File: src/rtl/button_press_classifier_assert.svh
// Assertion macros for the button press classifier.
`ifndef BUTTON_PRESS_CLASSIFIER_ASSERT_SVH
`define BUTTON_PRESS_CLASSIFIER_ASSERT_SVH
`ifndef SYNTHESIS
`define BPC_ASSERT_IMP(lbl, ante, cons) \
    lbl: assert property (@(posedge clk) disable iff (!rst_n) (ante) |-> (cons)) \
        else $error("button press classifier check failed");
`define BPC_ASSERT_NXT(lbl, ante, cons) \
    lbl: assert property (@(posedge clk) disable iff (!rst_n) (ante) |=> (cons)) \
        else $error("button press classifier check failed");
`else
`define BPC_ASSERT_IMP(lbl, ante, cons)
`define BPC_ASSERT_NXT(lbl, ante, cons)
`endif
`endif

File: src/rtl/bpc_pkg.sv
// Shared types and constants for the button press classifier.
`timescale 1ns / 1ps

package bpc_pkg;

    localparam int CNT_W     = 16;
    localparam int CFG_IDX_W = 1;

    typedef logic [CNT_W-1:0]     cnt_t;
    typedef logic [CFG_IDX_W-1:0] cfg_idx_t;

    localparam cnt_t CNT_MAX           = 16'hFFFF;
    localparam cnt_t LONG_PRESS_RESET  = 16'd600;
    localparam cnt_t RELEASE_GAP_RESET = 16'd100;

    localparam cfg_idx_t CFG_LONG_PRESS  = 1'b0;
    localparam cfg_idx_t CFG_RELEASE_GAP = 1'b1;

    typedef enum logic [2:0] {
        ST_IDLE    = 3'd0,
        ST_CONFIRM = 3'd1,
        ST_HELD    = 3'd2,
        ST_WAIT    = 3'd3,
        ST_SECOND  = 3'd4
    } state_t;

    typedef enum logic [1:0] {
        KIND_CLICK  = 2'd0,
        KIND_LONG   = 2'd1,
        KIND_DOUBLE = 2'd2
    } kind_t;

    typedef struct packed {
        logic  fire;
        kind_t kind;
    } result_t;

    function automatic cnt_t sat_inc(cnt_t v);
        return (v == CNT_MAX) ? v : cnt_t'(v + 1'b1);
    endfunction

endpackage

File: src/rtl/bpc_fsm.sv
// Press state machine with held and gap counters and the classification decision.
`timescale 1ns / 1ps

module bpc_fsm (
    input  logic             clk,
    input  logic             rst_n,
    input  logic             step,
    input  logic             pressed,
    input  bpc_pkg::cnt_t    long_press_ticks,
    input  bpc_pkg::cnt_t    release_gap_ticks,
    output bpc_pkg::result_t result
);
    import bpc_pkg::*;

    state_t state_reg;
    state_t state_next;
    cnt_t   held_reg;
    cnt_t   held_next;
    cnt_t   gap_reg;
    cnt_t   gap_next;
    cnt_t   gap_inc;
    logic   gap_done;
    kind_t  single_kind;

    assign gap_inc     = sat_inc(gap_reg);
    assign gap_done    = (gap_inc >= release_gap_ticks);
    assign single_kind = (held_reg >= long_press_ticks) ? KIND_LONG : KIND_CLICK;

    always_comb
    begin
        state_next = state_reg;
        held_next  = held_reg;
        gap_next   = gap_reg;
        unique case (state_reg)
            ST_IDLE:
            begin
                if (pressed)
                begin
                    state_next = ST_CONFIRM;
                end
            end
            ST_CONFIRM:
            begin
                state_next = pressed ? ST_HELD : ST_IDLE;
            end
            ST_HELD:
            begin
                if (pressed)
                begin
                    held_next = sat_inc(held_reg);
                end
                else
                begin
                    state_next = ST_WAIT;
                end
            end
            ST_WAIT:
            begin
                if (pressed)
                begin
                    state_next = ST_SECOND;
                    gap_next   = '0;
                end
                else if (gap_done)
                begin
                    state_next = ST_IDLE;
                    held_next  = '0;
                    gap_next   = '0;
                end
                else
                begin
                    gap_next = gap_inc;
                end
            end
            ST_SECOND:
            begin
                if (pressed)
                begin
                    gap_next = gap_inc;
                end
                else
                begin
                    state_next = ST_IDLE;
                    held_next  = '0;
                    gap_next   = '0;
                end
            end
            default:
            begin
                state_next = ST_IDLE;
                held_next  = '0;
                gap_next   = '0;
            end
        endcase
    end

    always_comb
    begin
        result.fire = 1'b0;
        result.kind = single_kind;
        unique case (state_reg)
            ST_WAIT:
            begin
                result.fire = !pressed && gap_done && (held_reg != '0);
            end
            ST_SECOND:
            begin
                if (!pressed)
                begin
                    if (gap_reg != '0)
                    begin
                        result.fire = 1'b1;
                        result.kind = KIND_DOUBLE;
                    end
                    else
                    begin
                        result.fire = (held_reg != '0);
                    end
                end
            end
            default:
            begin
                result.fire = 1'b0;
            end
        endcase
    end

    always_ff @(posedge clk or negedge rst_n)
    begin
        if (!rst_n)
        begin
            state_reg <= ST_IDLE;
            held_reg  <= '0;
            gap_reg   <= '0;
        end
        else if (step)
        begin
            state_reg <= state_next;
            held_reg  <= held_next;
            gap_reg   <= gap_next;
        end
    end

endmodule

File: src/rtl/button_press_classifier.sv
// Top level of the button press classifier: beat registers, configuration and checks.
//
//   Channel   Signals                                   Beat
//   input     in_valid, in_ready, button_level          one scan tick
//   output    out_valid, out_ready, press_kind          one classified press
//   config    cfg_write_en, cfg_index, cfg_data         one register write
//
// One tick is accepted every cycle unless a stalled output holds in_ready low.
// The tick sits in an input register, the state machine steps, and a result lands
// in the output register. Reset clears the state and counters and loads the
// thresholds with 600 and 100 ticks. Only a result that meets a full, stalled
// output register holds the input register and drops in_ready.
`timescale 1ns / 1ps
`include "button_press_classifier_assert.svh"

module button_press_classifier (
    input  logic               clk,
    input  logic               rst_n,
    input  logic               in_valid,
    output logic               in_ready,
    input  logic               button_level,
    output logic               out_valid,
    input  logic               out_ready,
    output logic [1:0]         press_kind,
    input  logic               cfg_write_en,
    input  bpc_pkg::cfg_idx_t  cfg_index,
    input  bpc_pkg::cnt_t      cfg_data
);
    import bpc_pkg::*;

    logic    in_vld_reg;
    logic    level_reg;
    logic    out_vld_reg;
    kind_t   out_kind_reg;
    cnt_t    long_press_reg;
    cnt_t    release_gap_reg;
    logic    advance;
    result_t result;

    bpc_fsm u_fsm (
        .clk               (clk),
        .rst_n             (rst_n),
        .step              (advance),
        .pressed           (!level_reg),
        .long_press_ticks  (long_press_reg),
        .release_gap_ticks (release_gap_reg),
        .result            (result)
    );

    assign advance    = in_vld_reg && (!result.fire || !out_vld_reg || out_ready);
    assign in_ready   = !in_vld_reg || advance;
    assign out_valid  = out_vld_reg;
    assign press_kind = out_kind_reg;

    always_ff @(posedge clk or negedge rst_n)
    begin
        if (!rst_n)
        begin
            long_press_reg  <= LONG_PRESS_RESET;
            release_gap_reg <= RELEASE_GAP_RESET;
        end
        else if (cfg_write_en)
        begin
            unique case (cfg_index)
                CFG_LONG_PRESS:  long_press_reg  <= cfg_data;
                CFG_RELEASE_GAP: release_gap_reg <= cfg_data;
                default:         long_press_reg  <= long_press_reg;
            endcase
        end
    end

    always_ff @(posedge clk or negedge rst_n)
    begin
        if (!rst_n)
        begin
            in_vld_reg <= 1'b0;
        end
        else if (in_ready)
        begin
            in_vld_reg <= in_valid;
        end
    end

    always_ff @(posedge clk)
    begin
        if (in_valid && in_ready)
        begin
            level_reg <= button_level;
        end
    end

    always_ff @(posedge clk or negedge rst_n)
    begin
        if (!rst_n)
        begin
            out_vld_reg <= 1'b0;
        end
        else if (advance && result.fire)
        begin
            out_vld_reg <= 1'b1;
        end
        else if (out_ready)
        begin
            out_vld_reg <= 1'b0;
        end
    end

    always_ff @(posedge clk)
    begin
        if (advance && result.fire)
        begin
            out_kind_reg <= result.kind;
        end
    end

    `BPC_ASSERT_NXT(a_result_loads, advance && result.fire, out_valid)
    `BPC_ASSERT_IMP(a_stall_from_output, in_vld_reg && !in_ready, out_vld_reg && !out_ready)
    `BPC_ASSERT_NXT(a_result_drains, advance && !result.fire && out_vld_reg && out_ready, !out_valid)

endmodule
File: config.mk
export PLATFORM = sky130hd
export DESIGN_NAME = button_press_classifier
export DESIGN_NICKNAME = d
export VERILOG_FILES = /design/src/rtl/bpc_pkg.sv /design/src/rtl/bpc_fsm.sv /design/src/rtl/button_press_classifier.sv
export VERILOG_INCLUDE_DIRS = /design/src /design/src/rtl
export SDC_FILE = /design/constraint.sdc
export NUM_CORES = 1
export LEC_CHECK = 0
export ABC_AREA = 0
export BUFFER_PORTS_ARGS = -buffer_cell sky130_fd_sc_hd__buf_2
export CORE_MARGIN = 8
export CORE_UTILIZATION = 30
export CTS_BUF_LIST = sky130_fd_sc_hd__clkbuf_4
export DETAILED_ROUTE_END_ITERATION = 10
export GPL_ROUTABILITY_DRIVEN = 0
export PLACE_DENSITY = 0.48
export SYNTH_ARGS = -nofsm -noshare
export SYNTH_HDL_FRONTEND = slang
export SYNTH_HIERARCHICAL = 1
export SYNTH_SLANG_ARGS = --single-unit
export TNS_END_PERCENT = 5
File: constraint.sdc
create_clock -name clk -period 8.4 [get_ports clk]
set_input_delay 1.68 -clock clk [delete_from_list [all_inputs] [get_ports clk]]
set_output_delay 1.68 -clock clk [all_outputs]
set_load 0.02 [all_outputs]
==> results of run 1 <==
[kinds of logic (layout without fill, tap and decap cells)]
| logic type | count (synthesis) | count (layout) | share of synthesized area |
|---|---|---|---|
| compound gates | 114 | 114 | 0.175 |
| buf+inv | 65 | 87 | 0.0642 |
| xor+xnor | 9 | 9 | 0.0172 |
| fa+ha+maj | 36 | 36 | 0.0983 |
| flops | 72 | 72 | 0.398 |
| mux | 33 | 33 | 0.0893 |
| simple gates | 133 | 133 | 0.158 |
[per-layer routing]
layer | track usage | wire (µm) | vias up
met3 | 0.0342 | 390 | 10
met2 | 0.197 | 5260 | 49
met4 | 0.0314 | 116 | 0
li1 | - | - | 1715
met5 | 0 | 0 | -
met1 | 0.143 | 5200 | 1662
[report_power, final]
part,internal [mW],switching [mW],total [mW]
sequential,0.391,0.0419,0.433
combinational,0.117,0.175,0.293
clock,0.149,0.132,0.280
total,0.657,0.349,1.01
[cells in the mapped netlist, types with 4 or more instances]
master / instances
dfstp_2: 7
mux2_2: 23
a31oi_1: 4
ha_1: 36
nor2_1: 22
a21o_1: 6
o31ai_2: 8
nand2_1: 31
o21a_1: 4
o21ai_1: 16
nor4_1: 6
buf_2: 6
and2_1: 4
xnor2_1: 8
nand3_1: 13
o31ai_1: 4
nand2b_1: 5
a21oi_1: 13
nor3_1: 6
and3_1: 8
nand4_1: 15
mux2_4: 10
dfrtp_1: 62
inv_1: 43
o21ai_0: 24
o211ai_1: 8
clkbuf_1: 9
[area by class of cell]
type,instances,share of cell area
timing repair buffer,28,0.0290
sequential,72,0.364
clock inverter,7,0.0220
tap,188,0.0470
multi-input combinational,325,0.492
clock buffer,9,0.0135
inverter,43,0.0322
[path summary, 6_finish.rpt]
check	startpoint	endpoint	slack, ns	depth (start not counted)
worst max-delay path	u_fsm/gap_reg[4]	in_ready	2.35	15
min in group asynchronous	rst_n	u_fsm/held_reg[10]	1.43	2
worst min register to register	release_gap_reg[8]	release_gap_reg[8]	0.52	1
worst min-delay path	release_gap_reg[8]	release_gap_reg[8]	0.52	1
max in group asynchronous	rst_n	u_fsm/gap_reg[12]	6.37	2
worst max register to register	u_fsm/gap_reg[0]	u_fsm/held_reg[13]	3.36	19
[metrics by stage]
step	cells	worst slack, ns	area (µm²)
finish	672	2.35	5010
global route	672	2.01	5010
CTS	672	2.32	5010
detailed placement	656	2.86	4830
global placement	656	2.97	4830
floorplan	462	3.39	4580
==> flow_summary.json, run 1 <==
{
  "drive_gt1_frac": 0.215,
  "antenna_found_initial": 0,
  "setup_tns_ns": 0,
  "power.density_cell_area_mw_per_mm2": 201,
  "arrival_ns": 4.37,
  "slew_headroom": 0.312,
  "total_power_mw": 1.01,
  "synthFlopType": "dfrtp_1",
  "cpPeakStageDelay_ns": 0.58,
  "synth_seq_cells": 72,
  "drt_wl_total_um": 11000,
  "cts.sinks": 72,
  "ir_worst_vdd_v": 0.0000939,
  "critical_path_class": "flop to primary output",
  "cts_buffer_depth": 2,
  "hold_ws_ns": 0.522,
  "netlist_instances": 462,
  "grt_usage": 0.117,
  "port-buffer-count": 26,
  "final_common_cell": "dfrtp_1",
  "multi_input_area_mm2": 0.00246,
  "final_hold_viol_count": 0,
  "gr-total-overflow": 0,
  "finalSetupViolCount": 0,
  "critPathTopFamily": "simple AND/OR/NAND/NOR gates",
  "period_needed_ns": 6.05,
  "cts-resized-gates": 0,
  "cpMaxStageDelayCell": "or4_4",
  "fin_util": 0.332,
  "viasPerCell": 5.11,
  "start_util": 0.304,
  "grt_pass1_vias": 3405,
  "worstPathCellList": "nand4_1 > or2_1 > nor3_1 > a21oi_1 > nand3_1 > xnor2_1 > ha_1 > and2_1 > nand4_1 > or4_4 > nand3_1 > a21oi_1 > nor2_1 > nand4b_1 > buf_2",
  "fp.dieW_um": 140,
  "vias": 3436,
  "netlist_area_mm2": 0.00458,
  "nets": 538,
  "endpoint_kind": "primary output",
  "worstSkewPairLatency_ns": 0.46,
  "post-route-period-util": 0.720,
  "htreeDepth": 3,
  "area_growth_syn_to_layout_pct": 9.28,
  "synth-async-reset-ratio": 0.958,
  "grt_pass1_wl_um": 18000,
  "worst_slew_pin_slew_ns": 1.03,
  "yosys.area.top_type": "dfrtp_1",
  "outcome": "complete, no violations",
  "crit_fanout": 8,
  "clk_pin_slew_ns": 0.12,
  "cts_tree": "yes",
  "synth_edf_count": 3,
  "hpwl_um": 8130,
  "crit_buf_inv": 1,
  "syn_nets": 521,
  "drtPass1Iterations": 5,
  "clock.fmax_mhz": 165,
  "ys_seq_area_frac": 0.398,
  "drv_cap": 0,
  "cts_setup_buffers": 0,
  "synth_area_per_cell_um2": 9.92,
  "core-area_mm2": 0.0151,
  "drtIter0Drc": 209,
  "synth_area_leaders": "dfrtp_1 34%, ha_1 9.8%, mux2_2 5.7%, dfstp_2 4.0%, inv_1 3.5%",
  "final_cell_mix": "62 x dfrtp_1, 43 x inv_1, 36 x ha_1, 31 x nand2_1, 26 x buf_2",
  "cts_hold_buf": 0,
  "antenna_cells": 0,
  "ios": 27,
  "cts_buffers": 9,
  "fin_worst_skew_ns": 0.0170,
  "die_area_mm2": 0.0195,
  "cts_root_buffer": "clkbuf_4",
  "required_ns": 6.72,
  "grt_max_degree": 70,
  "report.final.slew_viol_count": 0,
  "final_antenna_net_count": 0,
  "die_h_um": 140,
  "rows": 45,
  "regArea_mm2": 0.00183,
  "yosys.area.top_type_share": 0.339,
  "hp-class": "flop to flop",
  "wire_per_inst_um": 16.3,
  "cellLeakagePower_nw": 2.29,
  "rsz0062_at_grt": "false",
  "yosysWarnings": 6,
  "crit_path_start_kind": "flop",
  "fill_cells": 1580,
  "synthDistinctLibCells": 65,
  "drc": 0
}
(Power assumes the default switching activity.)
==> inputs of run 2 (changes only) <==
--- a/config.mk
+++ b/config.mk
@@ -13,7 +13,7 @@
 export CTS_BUF_LIST = sky130_fd_sc_hd__clkbuf_4
 export DETAILED_ROUTE_END_ITERATION = 10
 export GPL_ROUTABILITY_DRIVEN = 0
-export PLACE_DENSITY = 0.48
+export PLACE_DENSITY = 0.5
 export SYNTH_ARGS = -nofsm -noshare
 export SYNTH_HDL_FRONTEND = slang
 export SYNTH_HIERARCHICAL = 1
==> constraint.sdc (replaced) <==
create_clock -name clk -period 5.4 [get_ports clk]
set_input_delay 1.08 -clock clk [delete_from_list [all_inputs] [get_ports clk]]
set_output_delay 1.08 -clock clk [all_outputs]
set_load 0.02 [all_outputs]
==> run 2 against run 1 <==
Net effect: critical path depth unchanged; flip-flop and latch count unchanged; total power increased by 57%; sequential share of layout area decreased by 0.54 points; cell area increased by 2.0%; clock power increased by 60%; critical path type unchanged.
==> flow_summary.json, run 2 (synthesis gave the netlist of run 1 again) <==
{
  "post-route-period-util": 0.943,
  "grt_usage": 0.120,
  "placed_area_mm2": 0.00483,
  "grt_max_degree": 45,
  "die_h_um": 140,
  "hpwl_um": 8310,
  "worstReg2RegEnd": "u_fsm/gap_reg[11]",
  "start_util": 0.304,
  "crit_top_cell": "nand4_1",
  "slew_headroom": 0.322,
  "cts_root_buffer": "clkbuf_4",
  "place_ws_ns": 0.440,
  "gr-total-overflow": 0,
  "area_growth_syn_to_layout_pct": 11.5,
  "drtPass1Iterations": 4,
  "cts_buffers": 9,
  "cts_tree": "yes",
  "wire_per_inst_um": 16.5,
  "core-area_mm2": 0.0151,
  "final_common_cell": "dfrtp_1",
  "final_cell_area_mm2": 0.00511,
  "grt_pass1_wl_um": 18700,
  "crit_path_start_kind": "flop",
  "min_to": "release_gap_reg[15]",
  "cellLeakagePower_nw": 2.32,
  "vias": 3523,
  "hold_ws_ns": 0.519,
  "clock.fmax_mhz": 196,
  "fin_ws_ns": 0.306,
  "nets": 545,
  "worst_slew_pin_slew_ns": 1.02,
  "cpMaxStageDelayCell": "or4_4",
  "outcome": "complete, no violations",
  "place_inst": 656,
  "drt_wl_total_um": 11200,
  "grt_util_met2": 0.201,
  "holdPathStages": 1,
  "htreeDepth": 3,
  "clk_pin_slew_ns": 0.12,
  "viasPerCell": 5.19,
  "crit_fanout": 7,
  "cts_hold_buf": 0,
  "cts_buffer_depth": 2,
  "endpoint_kind": "primary output",
  "fin_worst_skew_ns": 0.0324,
  "worstSkewPairLatency_ns": 0.45,
  "rr_worst_depth": 18,
  "report.final.slew_viol_count": 0,
  "hold_path.startpoint": "release_gap_reg[15]",
  "grt_pass1_vias": 3530,
  "required_ns": 4.32,
  "crit_buf_inv": 1,
  "drive_gt1_frac": 0.255,
  "grt_util_met1": 0.148,
  "rsz0062_at_grt": "false",
  "total_power_mw": 1.57,
  "worstPathCellList": "nand4_1 > or2_1 > nor3_2 > a21oi_2 > nand3_1 > xnor2_1 > ha_1 > and2_1 > nand4_1 > or4_4 > nand3_2 > a21oi_1 > nor2_2 > nand4b_1 > buf_2",
  "fin_cells": 679,
  "port-buffer-count": 26,
  "cts.sinks": 72,
  "final_hold_viol_count": 0,
  "finalSetupViolCount": 0,
  "arrival_ns": 4.01,
  "busiest_layer": "met2",
  "critPathTopFamily": "simple AND/OR/NAND/NOR gates",
  "critical_path_class": "flop to primary output",
  "drtIter0Drc": 231,
  "drc": 0,
  "drv_cap": 0,
  "cpPeakStageDelay_ns": 0.59,
  "ios": 27,
  "use_met3": 0.0291,
  "antenna_found_initial": 0,
  "period_needed_ns": 5.09,
  "final_antenna_net_count": 0,
  "fin_util": 0.339,
  "cp_num_cells": 15,
  "hp-class": "flop to flop",
  "antenna_cells": 0,
  "setup_tns_ns": 0,
  "final_cell_mix": "55 x dfrtp_1, 43 x inv_1, 35 x ha_1, 31 x nand2_1, 26 x buf_2",
  "rrSetupSlack_ns": 0.70,
  "die_area_mm2": 0.0195,
  "power.density_cell_area_mw_per_mm2": 308,
  "fp.dieW_um": 140,
  "reg2reg_from": "u_fsm/gap_reg[0]",
  "ir_worst_vdd_v": 0.000110,
  "rows": 45
}
run 2: cell types whose count changed in the layout (fill, tap and decap cells not counted), sizes merged:
cell / change
clkinv: -3
buf: +7
clkbuf: +3
run 2: worst max path at each step:
stage / to / slack, ns / start
global route: in_ready / 0.04 / u_fsm/gap_reg[1]
global placement: in_ready / 0.56 / u_fsm/gap_reg[0]
finish: in_ready / 0.31 / u_fsm/gap_reg[4]
detailed placement: in_ready / 0.44 / u_fsm/gap_reg[4]
CTS: in_ready / 0.03 / u_fsm/gap_reg[0]
floorplan: in_ready / 0.99 / u_fsm/gap_reg[0]
run 2: final cells by class:
type / instances / area (µm²)
fill: 1570 / 9980
clock buffer: 12 / 90.1
sequential: 72 / 1830
inverter: 43 / 161
tap: 188 / 235
timing repair buffer: 35 / 198
multi-input combinational: 325 / 2500
clock inverter: 4 / 93.8
run 2: power by group:
| part | switching (mW) | internal, mW | total [mW] |
|---|---|---|---|
| Clock | 0.198 | 0.249 | 0.447 |
| Sequential | 0.0635 | 0.609 | 0.673 |
| Combinational | 0.272 | 0.183 | 0.455 |
run 2: metal layers:
metal	vias up	wire, µm	share of wire
met5	-	0	0
met4	0	219	0.020
met3	18	445	0.040
met2	60	5490	0.49
met1	1717	5030	0.45
li1	1728	-	-
run 2: timing repair:
action | in CTS | in global routing
setup buffers | 0 | 7
pin swaps | 0 | 3
endpoints found under the setup margin | 1 | 1
gates resized for setup | 3 | 12
==> inputs of run 3 (changes only) <==
--- a/config.mk
+++ b/config.mk
@@ -9,13 +9,12 @@
 export ABC_AREA = 0
 export BUFFER_PORTS_ARGS = -buffer_cell sky130_fd_sc_hd__buf_2
 export CORE_MARGIN = 8
-export CORE_UTILIZATION = 30
+export CORE_UTILIZATION = 40
 export CTS_BUF_LIST = sky130_fd_sc_hd__clkbuf_4
 export DETAILED_ROUTE_END_ITERATION = 10
 export GPL_ROUTABILITY_DRIVEN = 0
-export PLACE_DENSITY = 0.5
+export PLACE_DENSITY = 0.62
 export SYNTH_ARGS = -nofsm -noshare
 export SYNTH_HDL_FRONTEND = slang
-export SYNTH_HIERARCHICAL = 1
 export SYNTH_SLANG_ARGS = --single-unit
 export TNS_END_PERCENT = 5
==> run 3 against run 2 <==
Net effect: via count decreased by 1.6%; sequential power grew 18%; synthesized cell count down 0.87%; cell area is 7.3% lower; critical endpoint unchanged.
==> flow_summary.json, run 3 <==
{
  "reg2reg_from": "u_fsm.gap_reg[9]",
  "critical_path_class": "flop to primary output",
  "critPathTopFamily": "simple AND/OR/NAND/NOR gates",
  "die_area_mm2": 0.0145,
  "cellLeakagePower_nw": 2.21,
  "clock.fmax_mhz": 196,
  "hold_path.startpoint": "release_gap_reg[9]",
  "yosys.area_share.simple": 0.172,
  "report.final.slew_viol_count": 0,
  "place_inst": 609,
  "synth_top_family_by_area": "compound AO/OA/AOI/OAI gates",
  "place_ws_ns": 0.350,
  "synth_compound_area_frac": 0.175,
  "worstSkewPairLatency_ns": 0.44,
  "final_hold_viol_count": 0,
  "drc": 0,
  "cts_tree": "yes",
  "combPwrFrac": 0.341,
  "wire_per_inst_um": 16.3,
  "core-area_mm2": 0.0107,
  "grt_pass1_wl_um": 17300,
  "nets": 541,
  "ys_seq_area_frac": 0.419,
  "gr-total-overflow": 0,
  "holdPathStages": 1,
  "cts_buffers": 9,
  "synth_xor_area_frac": 0.0241,
  "synthDistinctLibCells": 52,
  "netlist_instances": 458,
  "finalSetupViolCount": 0,
  "pwr-share-seq": 0.482,
  "post-route-period-util": 0.947,
  "fin_ws_ns": 0.288,
  "synthFlopType": "dfrtp_1",
  "cpMaxStageDelayCell": "dfrtp_2",
  "slew_headroom": 0.161,
  "fin_cells": 627,
  "cts.sinks": 72,
  "synth_area_per_cell_um2": 9.50,
  "drtIter0Drc": 219,
  "cts_buffer_depth": 2,
  "crit_fanout": 13,
  "ir_worst_vdd_v": 0.000221,
  "drv_cap": 0,
  "yosys.area.top_type": "dfrtp_1",
  "cts_hold_buf": 0,
  "port-buffer-count": 26,
  "p_switching_uw": 663,
  "rows": 38,
  "final_common_cell": "dfrtp_1",
  "final_antenna_net_count": 0,
  "grt_max_degree": 70,
  "drt_wl_total_um": 10200,
  "synth_edf_count": 3,
  "intPower_uw": 979,
  "synth_most_common_cell": "dfrtp_1",
  "drive_gt1_frac": 0.168,
  "setup_tns_ns": 0,
  "viasPerCell": 5.53,
  "cpPeakStageDelay_ns": 0.46,
  "final_cell_mix": "60 x dfrtp_1, 48 x nand2_1, 39 x inv_1, 36 x ha_1, 30 x o21ai_0",
  "required_ns": 4.32,
  "fin_util": 0.441,
  "hold_ws_ns": 0.518,
  "rr_worst_depth": 14,
  "synth-async-reset-ratio": 0.958,
  "arrival_ns": 4.03,
  "fin_worst_skew_ns": 0.0170,
  "swShare": 0.404,
  "min_to": "release_gap_reg[9]",
  "period_needed_ns": 5.11,
  "start_util": 0.405,
  "power.density_cell_area_mw_per_mm2": 347,
  "outcome": "complete, no violations",
  "synth_fa_ha_area_frac": 0.103,
  "clk_pin_slew_ns": 0.12,
  "yosys.area.top_type_share": 0.356,
  "worstPathCellList": "and3_1 > and3_1 > nand3_4 > nand4_1 > or2_2 > xnor2_1 > ha_1 > nand2_1 > or4_4 > o311ai_4 > nor2_1 > o21a_1 > nor2_2 > nand2_1 > buf_2",
  "fp.dieW_um": 120,
  "worstReg2RegEnd": "u_fsm.held_reg[1]",
  "ios": 27,
  "syn_nets": 517,
  "area_growth_syn_to_layout_pct": 8.80,
  "synth_area_leaders": "dfrtp_1 36%, ha_1 10%, mux2_2 4.7%, dfstp_2 4.2%, nand2_1 4.1%",
  "share_clk_of_total_power": 0.176,
  "htreeDepth": 3,
  "netlist_top_cells_count": "62 x dfrtp_1, 48 x nand2_1, 39 x inv_1",
  "cts_root_buffer": "clkbuf_4",
  "grt_usage": 0.150,
  "crit_path_start_kind": "flop",
  "antenna_found_initial": 0,
  "antenna_cells": 0,
  "synth_mux_area_frac": 0.0535,
  "hpwl_um": 7450,
  "worst_slew_pin_slew_ns": 1.25,
  "drtPass1Iterations": 4,
  "synth_seq_cells": 72,
  "grt_pass1_vias": 3463,
  "die_h_um": 120,
  "crit_buf_inv": 1,
  "rrSetupSlack_ns": 1.31,
  "vias": 3466,
  "endpoint_kind": "primary output",
  "rsz0062_at_grt": "false",
  "netlist_area_mm2": 0.00435,
  "yosysWarnings": 0,
  "hp-class": "flop to flop"
}
## run 3: per-layer routing
| layer | track usage | part of all wire | up-vias |
|---|---|---|---|
| met3 | 0.0392 | 0.053 | 17 |
| met4 | 0.0617 | 0.020 | 0 |
| met1 | 0.198 | 0.48 | 1672 |
| met5 | 0 | 0 | - |
| met2 | 0.229 | 0.44 | 79 |
| li1 | - | - | 1698 |
## run 3: how the worst max path moves through the flow
stage / slack (ns) / cells past startpoint / to / start
global placement: 0.47 / 16 / in_ready / u_fsm.gap_reg[0]
detailed placement: 0.35 / 16 / in_ready / u_fsm.gap_reg[0]
floorplan: 0.96 / 15 / in_ready / u_fsm.gap_reg[3]
global route: 0.03 / 15 / in_ready / u_fsm.gap_reg[9]
CTS: 0.004 / 16 / in_ready / u_fsm.gap_reg[0]
finish: 0.29 / 15 / in_ready / u_fsm.gap_reg[9]
## run 3: cell families (layout without fill, tap and decap cells)
logic type,Yosys count,after routing
AO/OA/AOI/OAI,114,114
XOR/XNOR,12,12
adder cells (fa/ha/maj),36,36
buffers and inverters,56,85
flip-flops,72,72
multiplexers,21,21
AND/OR/NAND/NOR,147,147
## run 3: power groups by stage
stage	sequential, mW	combinational (mW)	clock [mW]
2_1_floorplan	0.739	0.452	0
3_3_place_gp	0.794	0.546	0
3_5_place_dp	0.800	0.563	0
4_1_cts	0.790	0.566	0.300
5_1_grt	0.813	0.647	0.321
6_report	0.792	0.561	0.289
## run 3: timing repair
action                                  in CTS  in global routing
endpoints found under the setup margin       1                  1
pin swaps                                    0                  2
buffers inserted                             0                  2
gates resized for setup                      1                  7
## run 3: cell type report
class	count	area (µm²)
Tap cell	140	175
Timing Repair Buffer	30	160
Clock buffer	10	75.1
Sequential cell	72	1830
Inverter	39	146
Clock inverter	6	26.3
Fill cell	1069	6010
Multi-Input combinational cell	330	2320
## run 3: per-stage QoR
step	total power [mW]	cell area [µm²]
final	1.64	4740
after global routing	1.78	4740
after CTS	1.66	4700
after detailed placement	1.36	4590
after global placement	1.34	4590
after floorplan	1.19	4350
